==> src/design/fpa_pkg.sv <==
// Package with opcodes and shared types for the fixed-point ALU.
`default_nettype none
package fpa_pkg;
  typedef enum logic [3:0] {
    OP_ADD = 4'd0, OP_SUB = 4'd1, OP_MUL = 4'd2, OP_DIV = 4'd3,
    OP_GT = 4'd4, OP_LT = 4'd5, OP_GE = 4'd6, OP_LE = 4'd7,
    OP_EQ = 4'd8, OP_NE = 4'd9, OP_INC = 4'd10, OP_DEC = 4'd11,
    OP_MIN = 4'd12, OP_MAX = 4'd13, OP_FROM_INT = 4'd14, OP_TO_INT = 4'd15
  } op_t;

  localparam int unsigned DATA_W = 32;

  // Control that travels with an item down the cell chain.
  typedef struct packed {
    logic             vld;
    logic             neg;
    logic             is_div;
    logic             is_mul;
    logic             div_zero;
    logic [DATA_W-1:0] simple;
    logic             flag;
  } ctl_t;
endpackage
`default_nettype wire

==> src/design/fpa_cell.sv <==
// One cell of the chain: a restoring-division step or a multiply-accumulate step.
`default_nettype none
module fpa_cell #(
  parameter int unsigned DW = 64,
  parameter int unsigned BW = 32
) (
  input  wire logic            clk,
  input  wire logic            rst_n,
  input  wire logic            en,
  input  wire fpa_pkg::ctl_t   ctl_i,
  input  wire logic [DW-1:0]   acc_i,
  input  wire logic [DW-1:0]   aux_i,
  input  wire logic [BW-1:0]   b_i,
  output fpa_pkg::ctl_t        ctl_o,
  output logic [DW-1:0]        acc_o,
  output logic [DW-1:0]        aux_o,
  output logic [BW-1:0]        b_o
);
  import fpa_pkg::*;

  // Division: aux holds {remainder,dividend} shifted; acc collects quotient bits.
  // Multiply: acc accumulates, aux holds the shifted multiplicand, b the multiplier.
  logic [DW-1:0] acc_nxt, aux_nxt;
  logic [BW-1:0] b_nxt;
  logic [BW:0]   rem_sh, trial;

  always_comb begin
    acc_nxt = acc_i;
    aux_nxt = aux_i;
    b_nxt   = b_i;
    rem_sh  = '0;
    trial   = '0;
    if (ctl_i.is_div) begin
      rem_sh = {aux_i[DW-1 -: BW], aux_i[DW-BW-1]};
      trial  = rem_sh - {1'b0, b_i};
      aux_nxt = {aux_i[DW-2:0], 1'b0};
      if (!trial[BW]) begin
        aux_nxt[DW-1 -: BW] = trial[BW-1:0];
        acc_nxt = {acc_i[DW-2:0], 1'b1};
      end else begin
        aux_nxt[DW-1 -: BW] = rem_sh[BW-1:0];
        acc_nxt = {acc_i[DW-2:0], 1'b0};
      end
    end else begin
      if (b_i[0]) begin
        acc_nxt = acc_i + aux_i;
      end
      aux_nxt = {aux_i[DW-2:0], 1'b0};
      b_nxt   = {1'b0, b_i[BW-1:1]};
    end
  end

  always_ff @(posedge clk) begin
    if (!rst_n) begin
      ctl_o.vld <= 1'b0;
    end else if (en) begin
      ctl_o.vld <= ctl_i.vld;
    end
    if (en) begin
      ctl_o.neg      <= ctl_i.neg;
      ctl_o.is_div   <= ctl_i.is_div;
      ctl_o.is_mul   <= ctl_i.is_mul;
      ctl_o.div_zero <= ctl_i.div_zero;
      ctl_o.simple   <= ctl_i.simple;
      ctl_o.flag     <= ctl_i.flag;
      acc_o <= acc_nxt;
      aux_o <= aux_nxt;
      b_o   <= b_nxt;
    end
  end
endmodule
`default_nettype wire

==> config.mk <==
export PLATFORM = sky130hd
export DESIGN_NAME = fpa_cell
export DESIGN_NICKNAME = d
export VERILOG_FILES = /design/src/design/fpa_pkg.sv /design/src/design/fpa_cell.sv
export SDC_FILE = /design/constraint.sdc
export NUM_CORES = 1
export LEC_CHECK = 0
export BUFFER_PORTS_ARGS = -buffer_cell sky130_fd_sc_hd__buf_2
export CELL_PAD_IN_SITES_DETAIL_PLACEMENT = 0
export CELL_PAD_IN_SITES_GLOBAL_PLACEMENT = 1
export CORE_ASPECT_RATIO = 1.75
export CORE_MARGIN = 2
export CORE_UTILIZATION = 40
export CTS_BUF_LIST = sky130_fd_sc_hd__clkbuf_8 sky130_fd_sc_hd__clkbuf_16
export CTS_CLUSTER_DIAMETER = 150
export DETAILED_ROUTE_END_ITERATION = 10
export PLACE_DENSITY = 0.85
export SYNTH_ARGS = -nofsm -noshare
export SYNTH_HDL_FRONTEND = slang
export SYNTH_SLANG_ARGS = --single-unit
==> constraint.sdc <==
create_clock -name clk -period 6.4 [get_ports clk]
set_input_delay 1.28 -clock clk [delete_from_list [all_inputs] [get_ports clk]]
set_output_delay 1.28 -clock clk [all_outputs]
set_load 0.02 [all_outputs]
==> metrics.yaml, run 1 <==
outcome: "completed"
min_period_over_period: 0.681
cts_inserted_buffers: 17
synth.mux.area_fraction: 0.0360
crit_end: "aux_o[63]"
avgSynthCellArea_um2: 9.64
ys_warn_count: 0
yosys.area_share.simple: 0.131
syn_nets: 1697
start_kind: "input port"
ys.flop_type: "edfxtp_1"
die_h_um: 247
fp.dieArea_um2: 35200
power_frac_clock: 0.287
hold_path.class: "reg2reg"
finalClockSkew_ns: 0
setup_viol: 0
rsz0062_at_grt: "no"
clock.fmax_ghz: 0.230
final_antenna_net_count: 0
nets: 2044
rows: 89
postCtsHoldBufs: 0
power.leakage_uw: 0.00736
grt_start_max_net_pins: 105
synth_compound_area_frac: 0.211
grt_use_total: 0.225
grt_overflow: 0
path_max_fanout: 66
cts_setup_buffers: 0
die_w_um: 143
synthTopCellsByArea: "edfxtp_1, ha_1, o21ai_0"
p_sw_uw: 1340
worstSkewPairLatency_ns: 0.47
drv_cap: 0
drt-wirelength-per-cell_um: 18.3
drv_slew: 0
ys_async_sr_fraction: 0
hpwl_mm: 32.1
antenna_found_initial: 5
rr_startpoint: "ctl_o[37]"
synth.most_common_cell: "edfxtp_1"
place_ws_ns: 1.56
timing.slew.headroom: 0.463
ys_types: 78
drive_gt1_frac: 0.265
io_pins: 399
ff2ff_setup_slack_ns: 5.81
port-buffer-count: 397
worstRegToRegCells: 2
clockBufferDepth: 2
worstSetupEndpointType: "flip-flop"
clkSlewWorstSetupHoldPaths_ns: 0.09
synth-edff-count: 196
drtPass1Iterations: 5
synth_seq_cells: 197
hold_slack_ns: 0.514
finalPower_uw: 3870
synth-seq-area-share: 0.438
synth_top_area_share: 0.437
htreeDepth: 4
synth-xor-area-share: 0.0513
cp.required_ns: 6.68
synth_area_leader_cell: "edfxtp_1"
initial_core_util: 0.402
setup_tns_ns: 0
grt_pass1_wl_mm: 61.8
setup_ws_ns: 2.04
powerDensity_nw_per_um2: 236
combPwrFrac: 0.299
grt_pass1_vias: 11938
cts_root_buf: "clkbuf_16"
syn_inst: 1399
critPathLaunch: "b_i[0]"
switching_share: 0.347
seq_power_share: 0.414
min_period_ns: 4.36
wl_mm: 40.6
synth_area_um2: 13500
drt-initial-drc-count: 565
core_region_area_um2: 33500
synth_top_family_by_area: "compound AO/OA/AOI/OAI gates"
tightest_slew_ns: 0.806
intPower_uw: 2530
cts_resized: 0
synth_commonest_cells: "edfxtp_1, nand2_1, o21ai_0, a21oi_1, ha_1"
vdd_drop_max_uv: 194
timing.rr.end: "ctl_o[37]"
vias_per_cell: 5.35
place.gp.congestion: 0.894
syn_to_final_growth_pct: 21.8
cts_tree: "built"
drc: 0
fillCellCount: 3211
crit_type: "in2reg"
finalHoldViolations: 0
clkSinkCount: 197
synthAdderAreaFrac: 0.0911
vias: 11894
arrival_ns: 4.64
==> cell type report <==
class	instances	area, um^2	area share
Clock inverter	15	180	0.0110
Inverter	65	244	0.0149
Multi-Input combinational cell	1062	7020	0.427
Timing Repair Buffer	403	2060	0.125
Clock buffer	17	425	0.0259
Antenna cell	8	20.0	0.00122
Sequential cell	197	5910	0.360
Tap cell	455	569	0.0347
==> layout by cell type, fill, tap and decap left out, drive strengths merged, types with 6 or more instances in the layout <==
| cell type | count |
|---|---|
| edfxtp | 196 |
| nor3 | 10 |
| nand4 | 30 |
| a22oi | 11 |
| a31oi | 7 |
| o211ai | 8 |
| nor2b | 15 |
| buf | 402 |
| ha | 95 |
| clkinv | 8 |
| o21ai | 166 |
| and3 | 15 |
| mux2 | 9 |
| clkbuf | 18 |
| nand2b | 9 |
| a21oi | 115 |
| a211oi | 16 |
| and2 | 7 |
| diode | 8 |
| xnor2 | 47 |
| nor2 | 63 |
| nand3 | 27 |
| nand2 | 179 |
| o21a | 10 |
| mux2i | 38 |
| o21bai | 16 |
| o31ai | 8 |
| xor2 | 32 |
| a21boi | 6 |
| a21o | 60 |
| inv | 71 |
==> kinds of logic (layout without fill, tap and decap cells) <==
kind of cell	after synthesis	in the layout
buffers and inverters	140	500
other	1	9
XOR/XNOR	79	79
AO/OA/AOI/OAI	458	458
AND/OR/NAND/NOR	380	380
multiplexers	47	47
flip-flops	197	197
adder cells (fa/ha/maj)	97	97
==> metal layers <==
metal  vias up  GRT usage  share of wire
met2       371      0.418           0.54
met3       112     0.0358          0.043
met1      5536      0.240           0.37
met5         -          0        0.00059
met4         4      0.124          0.051
li1       5871          -              -
==> power groups by stage <==
stage	registers (uW)	logic, uW	clock network (uW)
2_1_floorplan	1800	589	0
3_3_place_gp	1630	1140	0
3_5_place_dp	1630	1150	0
4_1_cts	1610	1160	1130
5_1_grt	1620	1270	1170
6_report	1600	1160	1110
==> worst max-delay path: stages <==
cell and delay (ns):
buf_4 0.25, ha_1 0.24, fa_1 0.22, nor2b_1 0.07
o31ai_1 0.45, a21oi_2 0.15, o21ai_2 0.29, o21ai_2 0.15
a31oi_1 0.23, mux2_4 0.55, or3b_1 0.43, a211o_1 0.23
o311ai_1 0.08
==> how the worst min path moves through the flow <==
stage,slack [ns],endpoint,cells past startpoint,from
2_1_floorplan,0.59,ctl_o[37],2,ctl_o[37]
3_3_place_gp,0.49,ctl_o[37],2,ctl_o[37]
3_5_place_dp,0.50,ctl_o[37],2,ctl_o[37]
4_1_cts,0.52,ctl_o[37],2,ctl_o[37]
5_1_grt,0.59,ctl_o[37],2,ctl_o[37]
6_report,0.51,ctl_o[37],2,ctl_o[37]
==> sequential cells by signal (all words and copies together) (netlist names) <==
name   flops
b_o       32
ctl_o     38
acc_o     64
aux_o     63
==> metrics by stage <==
step / std cells / instance area, um^2 / util
5_1_grt: 2218 / 16400 / 0.490
3_5_place_dp: 2182 / 15800 / 0.471
2_1_floorplan: 1399 / 13500 / -
6_report: 2222 / 16400 / 0.490
3_3_place_gp: 2182 / 15800 / 0.471
4_1_cts: 2214 / 16400 / 0.489
Note: power is estimated with default switching activity, not from simulation.
==> inputs of run 2 (changes only) <==
Settings changed: ABC_AREA set to 1, CORE_UTILIZATION 40 to 38.
Clock period 6.4 ns to 4.5 ns, I/O delays scaled along.
==> run 2 against run 1 <==
Non-clock buffer count grew 6. Sequential share of layout area shrank 5.3 points. Clock-buffer cell count is the same. Die area grew 24%. Critical endpoint is now aux_o[61].
==> metrics.yaml, run 2 <==
die_w_um: 159  # was 143 um
final_cell_mix: "nand2_1, inv_1, buf_2"  # was buf_2, edfxtp_1, nand2_1
power.leakage_uw: 0.0106  # was 0.00736 uW
fillCellCount: 4493  # was 3211
drt-initial-drc-count: 730  # was 565
avgSynthCellArea_um2: 6.63  # was 9.64 um^2
drv_cap: 0  # unchanged
port-buffer-count: 397  # unchanged
powerDensity_nw_per_um2: 312  # was 236 nW/um^2
largest_reg_flops: 64  # unchanged
timing.slew.headroom: 0.379  # was 0.463
clkSinkCount: 197  # unchanged
clock.fmax_ghz: 0.278
grt_use_total: 0.297  # was 0.225
cts_inserted_buffers: 17  # unchanged
path_buf_inv: 2  # was 1
crit_cells: 12  # was 13
hold_path.class: "reg2reg"  # unchanged
place_area_um2: 18600  # was 15800 um^2
synth-seq-area-share: 0.369  # was 0.438
arrival_ns: 3.85  # was 4.64 ns
seq_power_share: 0.379  # was 0.414
slowest_stage: "nor2_1"  # was mux2_4
place.gp.congestion: 1.07  # was 0.894
vias: 16266  # was 11894
nets: 3099  # was 2044
synthTopCellsByArea: "edfxtp_1, nand2_1, inv_1"  # was edfxtp_1, ha_1, o21ai_0
cts_tree: "built"  # unchanged
vdd_drop_max_uv: 253  # was 194 uV
drv_slew: 0  # unchanged
ys_types: 41  # was 78
grt_start_max_net_pins: 97  # was 105
final_antenna_net_count: 0  # unchanged
vias_per_cell: 4.83  # was 5.35
drt-wirelength-per-cell_um: 19.6  # was 18.3 um
switching_share: 0.396  # was 0.347
path_max_fanout: 4  # was 66
largest_registers: "acc_o (64), aux_o (63), ctl_o (38)"  # unchanged
synth_commonest_cells: "nand2_1, inv_1, nor2_1, edfxtp_1, o21ai_0"  # was edfxtp_1, nand2_1, o21ai_0, a21oi_1, ha_1
cp_cell_sequence: "buf_2 -> ha_1 -> nand2_1 -> nor2_1 -> nand2_1 -> a21oi_1 -> buf_4 -> o21ai_0 -> nand3_1 -> nand2_1 -> nor2_1 -> nor2_2"  # was buf_4 -> ha_1 -> fa_1 -> nor2b_1 -> o31ai_1 -> a21oi_2 -> o21ai_2 -> o21ai_2 -> a31oi_1 -> mux2_4 -> or3b_1 -> a211o_1 -> o311ai_1
initial_core_util: 0.384  # was 0.402
start_kind: "input port"  # unchanged
finalHoldViolations: 0  # unchanged
synth.most_common_cell: "nand2_1"  # was edfxtp_1
postCtsHoldBufs: 0  # unchanged
ys_async_sr_fraction: 0  # unchanged
setup_viol: 0  # unchanged
crit_path_frequent_cell: "nand2_1"  # was o21ai_2
synth_area_um2: 16000  # was 13500 um^2
drtPass1Iterations: 5  # unchanged
grt_pass1_wl_mm: 95.3  # was 61.8 mm
outcome: "completed"  # unchanged
cpPeakStageDelay_ns: 0.59  # was 0.55 ns
grt_overflow: 0  # unchanged
io_pins: 399  # unchanged
diodes: 0  # was 8
worstSetupEndpointType: "flip-flop"  # unchanged
regMostFlops: "acc_o"  # unchanged
hpwl_mm: 56.0  # was 32.1 mm
crit_family: "simple AND/OR/NAND/NOR gates"  # was compound AO/OA/AOI/OAI gates
fp.dieArea_um2: 43800  # was 35200 um^2
cts_resized: 0  # unchanged
wl_mm: 66.2  # was 40.6 mm
antenna_found_initial: 0  # was 5
drc: 0  # unchanged
power_frac_clock: 0.286  # was 0.287
hold_slack_ns: 0.573  # was 0.514 ns
design_area_um2: 19300  # was 16400 um^2
die_h_um: 275  # was 247 um
ys_warn_count: 0  # unchanged
worstRegToRegCells: 2  # unchanged
ys.flop_type: "edfxtp_1"  # unchanged
syn_inst: 2413  # was 1399
clkSlewWorstSetupHoldPaths_ns: 0.09  # about the same
grt_pass1_vias: 16562  # was 11938
syn_to_final_growth_pct: 20.4  # was 21.8%
rsz0062_at_grt: "no"  # unchanged
synth_top_area_share: 0.368  # was 0.437
setup_tns_ns: 0  # unchanged
syn_nets: 2711  # was 1697
clockBufferDepth: 2  # unchanged
rows: 99  # was 89
synth_seq_cells: 197  # unchanged
cts_root_buf: "clkbuf_16"  # unchanged
tightest_slew_ns: 0.922  # was 0.806 ns
cp.required_ns: 4.74  # was 6.68 ns
crit_type: "in2reg"  # unchanged
htreeDepth: 4  # unchanged
combPwrFrac: 0.335  # was 0.299
intPower_uw: 3630  # was 2530 uW
synth-edff-count: 196  # unchanged
min_period_over_period: 0.801
cts_setup_buffers: 0  # unchanged
worstSkewPairLatency_ns: 0.48  # was 0.47 ns
p_sw_uw: 2380  # was 1340 uW
core_region_area_um2: 41600  # was 33500 um^2
finalClockSkew_ns: 0  # unchanged
hold_path_depth: 2  # unchanged
synth_area_leader_cell: "edfxtp_1"  # unchanged
min_period_ns: 3.60
final_common_cell: "nand2_1"  # was buf_2
drive_gt1_frac: 0.165  # was 0.265
[run 2: changes by cell type after synthesis, sizes merged, moves of 28 or more]
cell    change
mux2i      -38
inv       +389
o21ai      -44
clkbuf     -28
nand2     +761
a21o       -59
xnor2      -28
nand3      +59
nor2      +190
[run 2: cell families after synthesis]
kind of cell	count (synthesis)	share of synthesized area
compound gates	242	0.0794
xor+xnor	52	0.0285
fa+ha+maj	97	0.0768
buf+inv	496	0.119
flops	197	0.369
other cells	1	0.000234
simple gates	1328	0.327
[run 2: metrics by stage]
step	util	std cells	power [uW]	setup slack (ns)
after CTS	0.463	3369	6050	1.21
after global placement	0.447	3337	4320	0.760
after global routing	0.463	3369	6280	0.959
final	0.463	3369	6010	0.897
after floorplan	-	2413	3520	1.62
after detailed placement	0.447	3337	4330	0.737
[run 2: power by group through the flow]
stage	Clock, uW	Sequential (uW)	Combinational [uW]
2_1_floorplan	0	2560	967
3_3_place_gp	0	2320	2010
3_5_place_dp	0	2320	2010
4_1_cts	1750	2280	2020
5_1_grt	1790	2290	2200
6_report	1720	2280	2010
[run 2: routing by layer]
metal | part of all wire | GRT usage
met1 | 0.30 | 0.233
met2 | 0.58 | 0.627
met3 | 0.033 | 0.0371
met4 | 0.091 | 0.245
met5 | 0 | 0
[run 2: worst min-delay path: stages, from the launching register on]
cell	delay (ns)
dfxtp_1	0.31
o21ai_0	0.17
a21oi_1	0.05
[run 2: final timing paths]
| path | endpoint | startpoint | slack (ns) |
|---|---|---|---|
| max | aux_o[61] | aux_i[39] | 0.90 |
| min reg2reg | ctl_o[37] | ctl_o[37] | 0.57 |
| min | ctl_o[37] | ctl_o[37] | 0.57 |
| max reg2reg | ctl_o[37] | ctl_o[37] | 3.84 |
[run 2: final cells by class]
type	instances	area, um^2	share of cell area
Inverter	456	1710	0.0888
Timing Repair Buffer	409	2110	0.110
Sequential cell	197	5910	0.307
Clock inverter	15	218	0.0113
Tap cell	555	694	0.0360
Multi-Input combinational cell	1720	8200	0.426
Clock buffer	17	425	0.0221
==> inputs of run 3 (changes only) <==
Clock period 4.5 ns to 3.6 ns, I/O delays scaled along.
==> run 3 against run 2 <==
Flip-flop and latch count unchanged. Clock-buffer cell count unchanged. First-iteration DRC count increased by 5.6%. Cell count increased by 0.80%. Die area unchanged. Power increased by 27%. Setup slack got worse by 0.24 ns. Design area increased by 1.2%. Clock power increased by 27%. Combinational power increased by 28%. Largest cell class unchanged.
==> metrics.yaml, run 3 (synthesis results as in run 2) <==
cts_root_buf: "clkbuf_16"  # unchanged
drt-wirelength-per-cell_um: 20.3  # was 19.6 um
arrival_ns: 3.17  # was 3.85 ns
vias: 16482  # was 16266
finalPower_uw: 7610  # was 6010 uW
drv_cap: 0  # unchanged
setup_viol: 0  # unchanged
grt_start_max_net_pins: 173  # was 97
cts_tree: "built"  # unchanged
setup_tns_ns: 0  # unchanged
clkSinkCount: 197  # unchanged
min_period_over_period: 0.817
final_cell_mix: "nand2_1, inv_1, buf_2"  # unchanged
vdd_drop_max_uv: 249  # was 253 uV
htreeDepth: 4  # unchanged
powerDensity_nw_per_um2: 390  # was 312 nW/um^2
clockBufferDepth: 2  # unchanged
hpwl_mm: 58.4  # was 56.0 mm
cts_inserted_buffers: 17  # unchanged
rows: 99  # unchanged
largest_registers: "acc_o (64), aux_o (63), ctl_o (38)"  # unchanged
drtPass1Iterations: 7  # was 5
grt_overflow: 0  # unchanged
min_period_ns: 2.94
power.leakage_uw: 0.0107  # was 0.0106 uW
syn_to_final_growth_pct: 21.8  # was 20.4%
fp.dieArea_um2: 43800  # unchanged
die_h_um: 275  # unchanged
place.gp.congestion: 1.01  # was 1.07
antenna_found_initial: 1  # was 0
clock.fmax_ghz: 0.340
path_max_fanout: 4  # unchanged
hold_path_depth: 1  # was 2
drc: 0  # unchanged
grt_pass1_vias: 16717  # was 16562
finalClockSkew_ns: 0  # unchanged
port-buffer-count: 397  # unchanged
postCtsHoldBufs: 0  # unchanged
io_pins: 399  # unchanged
cts_resized: 0  # unchanged
die_w_um: 159  # unchanged
regMostFlops: "acc_o"  # unchanged
worstHoldStart: "ctl_i[23]"  # was ctl_o[37]
place_area_um2: 18900  # was 18600 um^2
cts_setup_buffers: 0  # unchanged
finalHoldViolations: 0  # unchanged
largest_reg_flops: 64  # unchanged
rsz0062_at_grt: "no"  # unchanged
start_kind: "input port"  # unchanged
hold_path.class: "in2reg"  # was reg2reg
core_region_area_um2: 41600  # unchanged
grt_use_total: 0.308  # was 0.297
worstRegToRegCells: 2  # unchanged
ff2ff_setup_slack_ns: 2.95  # was 3.84 ns
tightest_slew_ns: 0.932  # was 0.922 ns
wl_mm: 68.8  # was 66.2 mm
holdPathEnd: "ctl_o[23]"  # was ctl_o[37]
diodes: 0  # unchanged
rr_startpoint: "ctl_o[37]"  # unchanged
initial_core_util: 0.384  # unchanged
cp.required_ns: 3.83  # was 4.74 ns
timing.slew.headroom: 0.378  # was 0.379
clkSlewWorstSetupHoldPaths_ns: 0.10  # was 0.09 ns
worstSkewPairLatency_ns: 0.47  # was 0.48 ns
drt-initial-drc-count: 771  # was 730
timing.rr.end: "ctl_o[37]"  # unchanged
grt_pass1_wl_mm: 98.7  # was 95.3 mm
crit_type: "in2reg"  # unchanged
fillCellCount: 4479  # was 4493
worstSetupEndpointType: "flip-flop"  # unchanged
final_common_cell: "nand2_1"  # unchanged
vias_per_cell: 4.85  # was 4.83
drv_slew: 0  # unchanged
nets: 3126  # was 3099
design_area_um2: 19500  # was 19300 um^2
final_antenna_net_count: 0  # unchanged
outcome: "completed"  # unchanged
drive_gt1_frac: 0.172  # was 0.165
-- run 3: area by class of cell --
class	instances	area, um^2	area share
tap	555	694	0.0356
inverter	456	1710	0.0878
clock inverter	15	219	0.0112
multi-input combinational	1720	8200	0.421
timing repair buffer	436	2340	0.120
sequential	197	5910	0.303
clock buffer	17	425	0.0218
-- run 3: worst max path at each step --
stage,startpoint,end,cells past startpoint
after floorplan,aux_i[31],aux_o[61],14
after global placement,acc_i[0],acc_o[62],17
after detailed placement,acc_i[0],acc_o[62],17
after CTS,acc_i[0],acc_o[62],17
after global routing,acc_i[28],acc_o[34],13
final,acc_i[28],acc_o[46],13
-- run 3: stage by stage --
stage | setup slack [ns] | hold slack, ns | std cells | util
after global routing | 0.463 | 0.394 | 3396 | 0.468
after CTS | 0.740 | 0.394 | 3396 | 0.468
after floorplan | 0.898 | 0.606 | 2413 | -
after detailed placement | 0.231 | 0.544 | 3364 | 0.453
after global placement | 0.234 | 0.524 | 3364 | 0.453
final | 0.657 | 0.412 | 3396 | 0.468
-- run 3: critical path, stage by stage --
cell     delay, ns
buf_2         0.13
ha_1          0.41
nand2_1       0.14
nor2_1        0.49
inv_1         0.18
nor2_1        0.21
a21oi_1       0.09
nand2_1       0.35
nand2_1       0.13
nand3_1       0.09
nand3_1       0.08
nand2_1       0.09
nand2_1       0.05
-- run 3: report_power, final --
group | internal (uW) | switching, uW
Combinational | 792 | 1780
Clock | 993 | 1190
Sequential | 2790 | 64.0
Total | 4580 | 3030
-- run 3: routing by layer --
metal | GRT usage | routed length (um) | vias to the layer above
li1 | - | - | 8338
met1 | 0.243 | 20300 | 7475
met2 | 0.650 | 39700 | 490
met3 | 0.0380 | 2310 | 177
met4 | 0.259 | 6500 | 2
met5 | 0 | 7 | -
